File: src/design/dtf_pkg.sv
`timescale 1ns / 1ps

package dtf_pkg;

    // Widths of the result fields.
    localparam int VALUE_W = 48;
    localparam int MAG_W   = 47;

    // Largest magnitude before the sign is applied.
    localparam logic [MAG_W-1:0] MAG_MAX = '1;

    // Character codes.
    localparam logic [7:0] CH_NUL   = 8'h00;
    localparam logic [7:0] CH_TAB   = 8'h09;
    localparam logic [7:0] CH_CR    = 8'h0D;
    localparam logic [7:0] CH_SPACE = 8'h20;
    localparam logic [7:0] CH_MINUS = 8'h2D;
    localparam logic [7:0] CH_POINT = 8'h2E;
    localparam logic [7:0] CH_ZERO  = 8'h30;
    localparam logic [7:0] CH_NINE  = 8'h39;

    // Configuration register indexes and reset values.
    localparam logic REG_STOP_CHAR   = 1'b0;
    localparam logic REG_REQUIRE_NNG = 1'b1;
    localparam logic [7:0] STOP_CHAR_RESET = 8'd44;

    // Powers of ten used to build the fraction weights.
    localparam logic [63:0] POW10 [0:9] = '{
        64'd1, 64'd10, 64'd100, 64'd1000, 64'd10000, 64'd100000,
        64'd1000000, 64'd10000000, 64'd100000000, 64'd1000000000
    };

    // Result status codes.
    typedef enum logic [1:0] {
        STATUS_OK        = 2'd0,
        STATUS_MALFORMED = 2'd1,
        STATUS_NEGATIVE  = 2'd2
    } status_t;

    // Snapshot of a finished number, passed from the parser to the output stage.
    typedef struct packed {
        logic             negative;
        logic             bad_text;
        logic [MAG_W-1:0] mag;
    } dtf_fin_t;

endpackage

File: src/design/dtf_step.sv
`timescale 1ns / 1ps

module dtf_step #(
    parameter int INT_BITS        = 31,
    parameter int FRAC_BITS       = 16,
    parameter int MAX_FRAC_DIGITS = 6
) (
    input  logic               clk,
    input  logic               rst_n,
    input  logic               go,
    input  logic [7:0]         ch,
    input  logic [7:0]         stop_char,
    output logic               term,
    output dtf_pkg::dtf_fin_t  fin
);

    localparam int CW   = $clog2(MAX_FRAC_DIGITS + 1);
    localparam int NW   = INT_BITS + 4;
    localparam int PW   = FRAC_BITS + 4;
    localparam int SUMW = INT_BITS + FRAC_BITS + 1;
    localparam int CMPW = (SUMW > dtf_pkg::VALUE_W) ? SUMW : dtf_pkg::VALUE_W;
    localparam logic [INT_BITS-1:0] INT_MAX = '1;

    logic                  sign_seen_reg, sign_seen_next;
    logic                  negative_reg, negative_next;
    logic                  gap_seen_reg, gap_seen_next;
    logic                  point_seen_reg, point_seen_next;
    logic [INT_BITS-1:0]   int_part_reg, int_part_next;
    logic [FRAC_BITS:0]    frac_part_reg, frac_part_next;
    logic [CW-1:0]         frac_count_reg, frac_count_next;
    logic                  bad_text_reg, bad_text_next;

    logic [FRAC_BITS-1:0]  weight [MAX_FRAC_DIGITS];
    logic [FRAC_BITS-1:0]  weight_sel;
    logic                  is_space;
    logic                  is_digit;
    logic [3:0]            digit;
    logic [NW-1:0]         int_mul;
    logic [PW-1:0]         frac_prod;
    logic [PW-1:0]         frac_sum;
    logic [CMPW-1:0]       mag_sum;

    // Fraction weights: weight[k] = round(2^FRAC_BITS / 10^(k+1)), rounding half up.
    for (genvar gk = 0; gk < MAX_FRAC_DIGITS; gk++)
    begin : g_weight
        localparam logic [63:0] P  = dtf_pkg::POW10[gk + 1];
        localparam logic [63:0] WV = ((64'd1 << (FRAC_BITS + 1)) + P) / (64'd2 * P);
        assign weight[gk] = WV[FRAC_BITS-1:0];
    end

    // Character classes.
    assign is_space = (ch == dtf_pkg::CH_SPACE) ||
                      ((ch >= dtf_pkg::CH_TAB) && (ch <= dtf_pkg::CH_CR));
    assign is_digit = (ch >= dtf_pkg::CH_ZERO) && (ch <= dtf_pkg::CH_NINE);
    assign digit    = 4'(ch - dtf_pkg::CH_ZERO);
    assign term     = (ch == dtf_pkg::CH_NUL) || (ch == stop_char);

    // Weight of the next fraction digit.
    always_comb
    begin
        weight_sel = '0;
        for (int k = 0; k < MAX_FRAC_DIGITS; k++)
        begin
            if (frac_count_reg == CW'(k))
            begin
                weight_sel = weight[k];
            end
        end
    end

    // Digit accumulation: integer times ten plus digit, fraction plus digit times weight.
    assign int_mul   = (NW'(int_part_reg) << 3) + (NW'(int_part_reg) << 1) + NW'(digit);
    assign frac_prod = PW'(digit) * PW'(weight_sel);
    assign frac_sum  = PW'(frac_part_reg) + frac_prod;

    // Magnitude of the finished number, saturated.
    assign mag_sum = (CMPW'(int_part_reg) << FRAC_BITS) + CMPW'(frac_part_reg);

    always_comb
    begin
        fin.negative = negative_reg;
        fin.bad_text = bad_text_reg;
        if (mag_sum > CMPW'(dtf_pkg::MAG_MAX))
        begin
            fin.mag = dtf_pkg::MAG_MAX;
        end
        else
        begin
            fin.mag = mag_sum[dtf_pkg::MAG_W-1:0];
        end
    end

    // Parser state update for one character.
    always_comb
    begin
        sign_seen_next  = sign_seen_reg;
        negative_next   = negative_reg;
        gap_seen_next   = gap_seen_reg;
        point_seen_next = point_seen_reg;
        int_part_next   = int_part_reg;
        frac_part_next  = frac_part_reg;
        frac_count_next = frac_count_reg;
        bad_text_next   = bad_text_reg;
        if (go)
        begin
            if (term)
            begin
                // The terminator clears the number.
                sign_seen_next  = 1'b0;
                negative_next   = 1'b0;
                gap_seen_next   = 1'b0;
                point_seen_next = 1'b0;
                int_part_next   = '0;
                frac_part_next  = '0;
                frac_count_next = '0;
                bad_text_next   = 1'b0;
            end
            else if (!bad_text_reg)
            begin
                if (!sign_seen_reg && (ch == dtf_pkg::CH_MINUS))
                begin
                    sign_seen_next = 1'b1;
                    negative_next  = 1'b1;
                end
                else if (is_space)
                begin
                    // Whitespace is skipped before the number and closes it after.
                    if (sign_seen_reg)
                    begin
                        gap_seen_next = 1'b1;
                    end
                end
                else if (!sign_seen_reg && !is_digit)
                begin
                    bad_text_next = 1'b1;
                end
                else if (sign_seen_reg && (ch == dtf_pkg::CH_POINT) && !gap_seen_reg)
                begin
                    if (point_seen_reg)
                    begin
                        bad_text_next = 1'b1;
                    end
                    point_seen_next = 1'b1;
                end
                else if (gap_seen_reg || !is_digit)
                begin
                    bad_text_next = 1'b1;
                end
                else
                begin
                    sign_seen_next = 1'b1;
                    if (!point_seen_reg)
                    begin
                        if (|int_mul[NW-1:INT_BITS])
                        begin
                            int_part_next = INT_MAX;
                        end
                        else
                        begin
                            int_part_next = int_mul[INT_BITS-1:0];
                        end
                    end
                    else if (frac_count_reg < CW'(MAX_FRAC_DIGITS))
                    begin
                        frac_count_next = frac_count_reg + CW'(1);
                        frac_part_next  = frac_sum[FRAC_BITS:0];
                    end
                end
            end
        end
    end

    always_ff @(posedge clk or negedge rst_n)
    begin
        if (!rst_n)
        begin
            sign_seen_reg  <= 1'b0;
            negative_reg   <= 1'b0;
            gap_seen_reg   <= 1'b0;
            point_seen_reg <= 1'b0;
            int_part_reg   <= '0;
            frac_part_reg  <= '0;
            frac_count_reg <= '0;
            bad_text_reg   <= 1'b0;
        end
        else
        begin
            sign_seen_reg  <= sign_seen_next;
            negative_reg   <= negative_next;
            gap_seen_reg   <= gap_seen_next;
            point_seen_reg <= point_seen_next;
            int_part_reg   <= int_part_next;
            frac_part_reg  <= frac_part_next;
            frac_count_reg <= frac_count_next;
            bad_text_reg   <= bad_text_next;
        end
    end

endmodule

File: src/design/dtf_finish.sv
`timescale 1ns / 1ps

module dtf_finish (
    input  logic                          clk,
    input  logic                          rst_n,
    input  logic                          load,
    input  dtf_pkg::dtf_fin_t             fin,
    input  logic                          require_nonnegative,
    input  logic                          out_stall,
    output logic                          fin_free,
    output logic                          out_valid,
    output logic [dtf_pkg::VALUE_W-1:0]   value,
    output logic [1:0]                    status
);

    logic                          fin_valid_reg, fin_valid_next;
    dtf_pkg::dtf_fin_t             fin_reg;
    logic                          out_valid_reg, out_valid_next;
    logic [dtf_pkg::VALUE_W-1:0]   value_reg, value_next;
    dtf_pkg::status_t              status_reg, status_next;
    logic                          out_free;
    logic                          fin_move;
    logic [dtf_pkg::VALUE_W-1:0]   mag_ext;

    // Hand-off between the snapshot register and the result register.
    assign out_free       = !out_valid_reg || !out_stall;
    assign fin_move       = fin_valid_reg && out_free;
    assign fin_free       = !fin_valid_reg || out_free;
    assign fin_valid_next = load ? 1'b1 : (fin_move ? 1'b0 : fin_valid_reg);
    assign out_valid_next = fin_move ? 1'b1 : (out_stall ? out_valid_reg : 1'b0);

    // Sign and status of the result.
    assign mag_ext = dtf_pkg::VALUE_W'(fin_reg.mag);

    always_comb
    begin
        value_next  = '0;
        status_next = dtf_pkg::STATUS_OK;
        if (fin_reg.bad_text)
        begin
            status_next = dtf_pkg::STATUS_MALFORMED;
        end
        else if (fin_reg.negative && (fin_reg.mag != '0))
        begin
            if (require_nonnegative)
            begin
                status_next = dtf_pkg::STATUS_NEGATIVE;
            end
            else
            begin
                value_next = -mag_ext;
            end
        end
        else
        begin
            value_next = mag_ext;
        end
    end

    always_ff @(posedge clk or negedge rst_n)
    begin
        if (!rst_n)
        begin
            fin_valid_reg <= 1'b0;
            out_valid_reg <= 1'b0;
        end
        else
        begin
            fin_valid_reg <= fin_valid_next;
            out_valid_reg <= out_valid_next;
        end
    end

    always_ff @(posedge clk)
    begin
        if (load)
        begin
            fin_reg <= fin;
        end
        if (fin_move)
        begin
            value_reg  <= value_next;
            status_reg <= status_next;
        end
    end

    assign out_valid = out_valid_reg;
    assign value     = value_reg;
    assign status    = status_reg;

endmodule

File: src/design/decimal_text_to_fixed.sv
// A terminator passes through the input register, the snapshot register and the result
// register in that order. One character per cycle is taken while in_stall is low; each
// character is one accumulate step in the parser stage.
// Reset (rst_n, asynchronous, active low) clears the parser state and all valid
// flags, and sets stop_char to ',' and require_nonnegative to 0.
`timescale 1ns / 1ps

module decimal_text_to_fixed #(
    parameter int INT_BITS        = 31,
    parameter int FRAC_BITS       = 16,
    parameter int MAX_FRAC_DIGITS = 6
) (
    input  logic                          clk,
    input  logic                          rst_n,
    input  logic                          in_valid,
    output logic                          in_stall,
    input  logic [7:0]                    ch,
    output logic                          out_valid,
    input  logic                          out_stall,
    output logic [dtf_pkg::VALUE_W-1:0]   value,
    output logic [1:0]                    status,
    input  logic                          cfg_we,
    input  logic                          cfg_index,
    input  logic [7:0]                    cfg_data
);

    logic              in_valid_reg, in_valid_next;
    logic [7:0]        ch_reg;
    logic [7:0]        stop_char_reg;
    logic              require_nng_reg;
    logic              in_take;
    logic              in_go;
    logic              term;
    logic              fin_free;
    dtf_pkg::dtf_fin_t fin;

    // Configuration registers.
    always_ff @(posedge clk or negedge rst_n)
    begin
        if (!rst_n)
        begin
            stop_char_reg   <= dtf_pkg::STOP_CHAR_RESET;
            require_nng_reg <= 1'b0;
        end
        else if (cfg_we)
        begin
            if (cfg_index == dtf_pkg::REG_STOP_CHAR)
            begin
                stop_char_reg <= cfg_data;
            end
            if (cfg_index == dtf_pkg::REG_REQUIRE_NNG)
            begin
                require_nng_reg <= cfg_data[0];
            end
        end
    end

    // Input register: a character moves on unless it is a terminator and the
    // snapshot register is still occupied.
    assign in_go         = in_valid_reg && (!term || fin_free);
    assign in_stall      = in_valid_reg && !in_go;
    assign in_take       = in_valid && !in_stall;
    assign in_valid_next = in_take ? 1'b1 : (in_go ? 1'b0 : in_valid_reg);

    always_ff @(posedge clk or negedge rst_n)
    begin
        if (!rst_n)
        begin
            in_valid_reg <= 1'b0;
        end
        else
        begin
            in_valid_reg <= in_valid_next;
        end
    end

    always_ff @(posedge clk)
    begin
        if (in_take)
        begin
            ch_reg <= ch;
        end
    end

    // Character parser.
    dtf_step #(
        .INT_BITS        (INT_BITS),
        .FRAC_BITS       (FRAC_BITS),
        .MAX_FRAC_DIGITS (MAX_FRAC_DIGITS)
    ) u_step (
        .clk       (clk),
        .rst_n     (rst_n),
        .go        (in_go),
        .ch        (ch_reg),
        .stop_char (stop_char_reg),
        .term      (term),
        .fin       (fin)
    );

    // Sign, status and result register.
    dtf_finish u_finish (
        .clk                 (clk),
        .rst_n               (rst_n),
        .load                (in_go && term),
        .fin                 (fin),
        .require_nonnegative (require_nng_reg),
        .out_stall           (out_stall),
        .fin_free            (fin_free),
        .out_valid           (out_valid),
        .value               (value),
        .status              (status)
    );

endmodule

File: config.mk
export PLATFORM = sky130hd
export DESIGN_NAME = decimal_text_to_fixed
export DESIGN_NICKNAME = d
export VERILOG_FILES = /design/src/design/dtf_pkg.sv /design/src/design/dtf_step.sv /design/src/design/dtf_finish.sv /design/src/design/decimal_text_to_fixed.sv
export SDC_FILE = /design/constraint.sdc
export NUM_CORES = 1
export LEC_CHECK = 0
export BUFFER_PORTS_ARGS = -buffer_cell sky130_fd_sc_hd__buf_2
export CAP_MARGIN = 20
export CORE_UTILIZATION = 35
export CTS_BUF_LIST = sky130_fd_sc_hd__clkbuf_8
export DETAILED_ROUTE_END_ITERATION = 10
export SLEW_MARGIN = 20
export SYNTH_ARGS = -nofsm -noshare
export SYNTH_HDL_FRONTEND = slang
export SYNTH_SLANG_ARGS = --single-unit
File: constraint.sdc
create_clock -name clk -period 5.6 [get_ports clk]
set_input_delay 0 -clock clk [delete_from_list [all_inputs] [get_ports clk]]
set_output_delay 0 -clock clk [all_outputs]
set_load 0.005 [all_outputs]
==> key figures <==
Run status
  • Run status: complete, no violations

Clock tree
  • Post-CTS setup buffer count: 0
  • Clk sinks: 175
  • Inserted Clock Buffers: 17
  • Root Buffer: clkbuf_8
  • Clock buffer depth: 2
  • Worst skew pair latency: 0.49 ns
  • Max H-tree Level: 4
  • Worst-path clk slew: 0.09 ns
  • TritonCTS clock tree: done

Critical path
  • Crit path from: u_step.frac_count_reg[1]
  • Worst-path cell chain: ha_1 -> ha_1 -> nor4b_1 -> nand2_1 -> fa_1 -> fa_1 -> fa_1 -> inv_1 -> ha_1 -> a21o_1 -> or3_1 -> and4_1 -> a21oi_1 -> o311ai_1 -> xnor2_1 -> nor2b_1 -> or3_1
  • Critical path class: reg -> reg
  • Crit path max-delay cell type: nor4b_1
  • Reg2Reg Setup Slack: 0.29 ns
  • R2r startpoint: u_step.frac_count_reg[1]
  • CP max FO: 6
  • Setup crit end kind: register
  • CP Launch Type: register
  • Crit path buffers/inverters: 1
  • Top delay family on crit path: adder cells
  • Worst r2r path cells: 17
  • CP Data Required Time: 5.96 ns
  • Arrival time at the worst endpoint: 5.67 ns
  • Worst R2R End: u_step.frac_part_reg[16]
  • Worst path max stage delay: 0.59 ns

Global route
  • Grt ovf: 0
  • Largest net degree at the start of global routing: 69
  • Initial antenna violation count: 0
  • First-pass GRT wire length: 45,240 µm
  • Tot GR Track Use: 15.70%
  • Vias in the first global route: 8,939

STA
  • Slew Limit Fails: 0
  • Final setup margin: 0.2917 ns
  • Highest clock rate: 188.4 MHz
  • Setup TNS: 0 ns
  • Fin Clk Skew: 0.02111 ns
  • Worst-Margin Slew: 0.9814 ns
  • RSZ-0062 raised after global routing: yes
  • Finish-stage setup viols: 0
  • Fin crit period: 5.308 ns
  • Rel. slew slack: 34.30%
  • Final period utilization: 94.79%
  • Final Hold Viols: 0

Yosys
  • Sequential area share after synthesis: 39.99%
  • Post-Syn Area per Cell: 9.746 µm²
  • YS warnings: 0
  • EDFF count, synth: 107
  • Distinct cell type count after synthesis: 80
  • Synth Flop Type: edfxtp_1
  • Netlist Area Pre-Place: 12,300 µm²
  • Syn_nets: 1,416
  • Flops & latches, synth: 175
  • Synth top area share: 26.12%
  • Leading area contributor after synthesis: edfxtp_1
  • Fraction of registers with async set/reset: 38.86%
  • Cell count after synthesis: 1,262
  • Synth top area cells: edfxtp_1 26%, dfrtp_1 13%, ha_1 10%

Detailed routing
  • DRT Pass-1 Iters: 6
  • Drt total wl: 27,470 µm
  • Remaining antenna violation count after routing: 0
  • DR WL/cell: 15.14 µm
  • Via count: 9,245
  • Via-to-Cell Ratio: 5.094
  • DRC Markers: 0
  • DRT iter0 DRCs: 492

Die
  • Initial core utilization: 35.61%
  • Area of the die: 35,900 µm²
  • Die Width: 189.5 µm
  • Chip Height: 189.5 µm
  • # IOs: 74
  • Row Count: 68
  • Total core area: 34,540 µm²

Power
  • Leak: 0.005924 µW
  • Pwr dens: 327.0 nW/µm²
  • VDD IR max: 0.0001998 V

Cells and area
  • Max reg flops: 49
  • Syn-to-layout area delta: 12.23%
  • Most frequent cells in the layout: 129 x nand2_1, 107 x edfxtp_1, 103 x ha_1, 100 x inv_1, 94 x nor2_1
  • Layout Utilization: 39.96%
  • N_diodes: 0
  • Fill count: 3,455
  • Post-route cell area: 13,800 µm²
  • Layout cell share with drive strength beyond 1: 11.76%
  • Leading cell type in the layout, fill and taps excluded: nand2_1
  • Layout net count: 1,501

Placement
  • Post-DP Area: 13,180 µm²
  • Pre-CTS setup slack: 0.2873 ns
  • RD Place Congestion: 0.8300
  • Dpl hpwl: 21,070 µm
  • Port bufs: 73

Hold path
  • Hold Path Cell Cnt: 3
  • Min-delay src: cfg_index
  • Hold Path Class: in -> reg
  • WHS Endpoint: stop_char_reg[3]

Run
  • Max_cap viols: 0
[cell usage after synthesis (all sizes together), types with 5 or more instances]
| cell type | n |
|---|---|
| a211oi | 5 |
| a21o | 15 |
| a21oi | 78 |
| a31oi | 39 |
| and2 | 16 |
| and3 | 21 |
| and4 | 6 |
| buf | 9 |
| clkbuf | 33 |
| dfrtp | 65 |
| edfxtp | 107 |
| fa | 29 |
| ha | 103 |
| inv | 99 |
| mux2 | 10 |
| nand2 | 130 |
| nand2b | 15 |
| nand3 | 31 |
| nand3b | 10 |
| nand4 | 16 |
| nor2 | 97 |
| nor2b | 9 |
| nor3 | 18 |
| nor4 | 10 |
| o211ai | 5 |
| o21a | 6 |
| o21ai | 74 |
| o31ai | 19 |
| o41ai | 7 |
| or3 | 13 |
| xnor2 | 31 |
| xor2 | 75 |
[metal layers]
| metal | up-vias | global-route usage [%] | part of all wire [%] |
|---|---|---|---|
| li1 | 4685 | - | - |
| met1 | 4347 | 21.80 | 51 |
| met2 | 183 | 24.58 | 44 |
| met3 | 30 | 2.465 | 3.7 |
| met4 | 0 | 5.707 | 1.8 |
| met5 | - | 0 | 0 |
[repair_timing]
item                                    in CTS  in global routing
hold buffers                                20                  0
endpoints found under the setup margin       0                  2
endpoints found under the hold margin       84                  0
resized for setup                            0                  2
[kinds of logic (layout without fill, tap and decap cells)]
family	after synthesis	in the layout	share of synthesized area [%]
AND/OR/NAND/NOR	412	412	16.98
buffers and inverters	141	239	4.741
adder cells (fa/ha/maj)	132	132	15.20
flip-flops	175	175	39.99
multiplexers	11	11	0.9970
AO/OA/AOI/OAI	285	285	14.55
XOR/XNOR	106	106	7.548
[how the worst max path moves through the flow]
stage	depth (start not counted)	endpoint	slack (ns)
after floorplan	19	u_step.frac_part_reg[16]	0.58
after global placement	20	u_step.frac_part_reg[16]	0.38
after detailed placement	20	u_step.frac_part_reg[16]	0.29
after CTS	20	u_step.frac_part_reg[16]	0.24
after global routing	18	u_step.frac_part_reg[16]	-0.02
final	17	u_step.frac_part_reg[16]	0.29
[report_power, final]
group / internal (µW) / total [µW] / switching (µW)
Sequential: 1500 / 1660 / 163
Clock: 453 / 930 / 477
Combinational: 827 / 1920 / 1090
[per-stage QoR]
step	cells	hold slack (ns)	power [µW]
final	1815	0.1126	4513
after global routing	1815	0.1333	4869
after CTS	1815	0.1138	4528
after detailed placement	1763	0.1798	3581
after global placement	1763	0.1776	3545
after floorplan	1262	-0.2956	3144
[worst register-to-register path: stages, from the launching register on]
cell,delay [ns]
dfrtp_1,0.44
ha_1,0.23
ha_1,0.25
nor4b_1,0.59
nand2_1,0.15
fa_1,0.40
fa_1,0.47
fa_1,0.51
inv_1,0.04
ha_1,0.37
a21o_1,0.24
or3_1,0.35
and4_1,0.22
a21oi_1,0.11
o311ai_1,0.13
xnor2_1,0.17
nor2b_1,0.14
or3_1,0.36
[area by class of cell]
cell class	instances	area, µm²	share of cell area [%]
Tap cell	455	569.3	4.124
Inverter	99	371.6	2.692
Timing Repair Buffer	108	678.2	4.913
Clock inverter	14	165.2	1.197
Sequential cell	175	4918	35.63
Multi-Input combinational cell	946	6853	49.65
Clock buffer	18	247.7	1.795
Note: power is estimated with default switching activity, not from simulation.
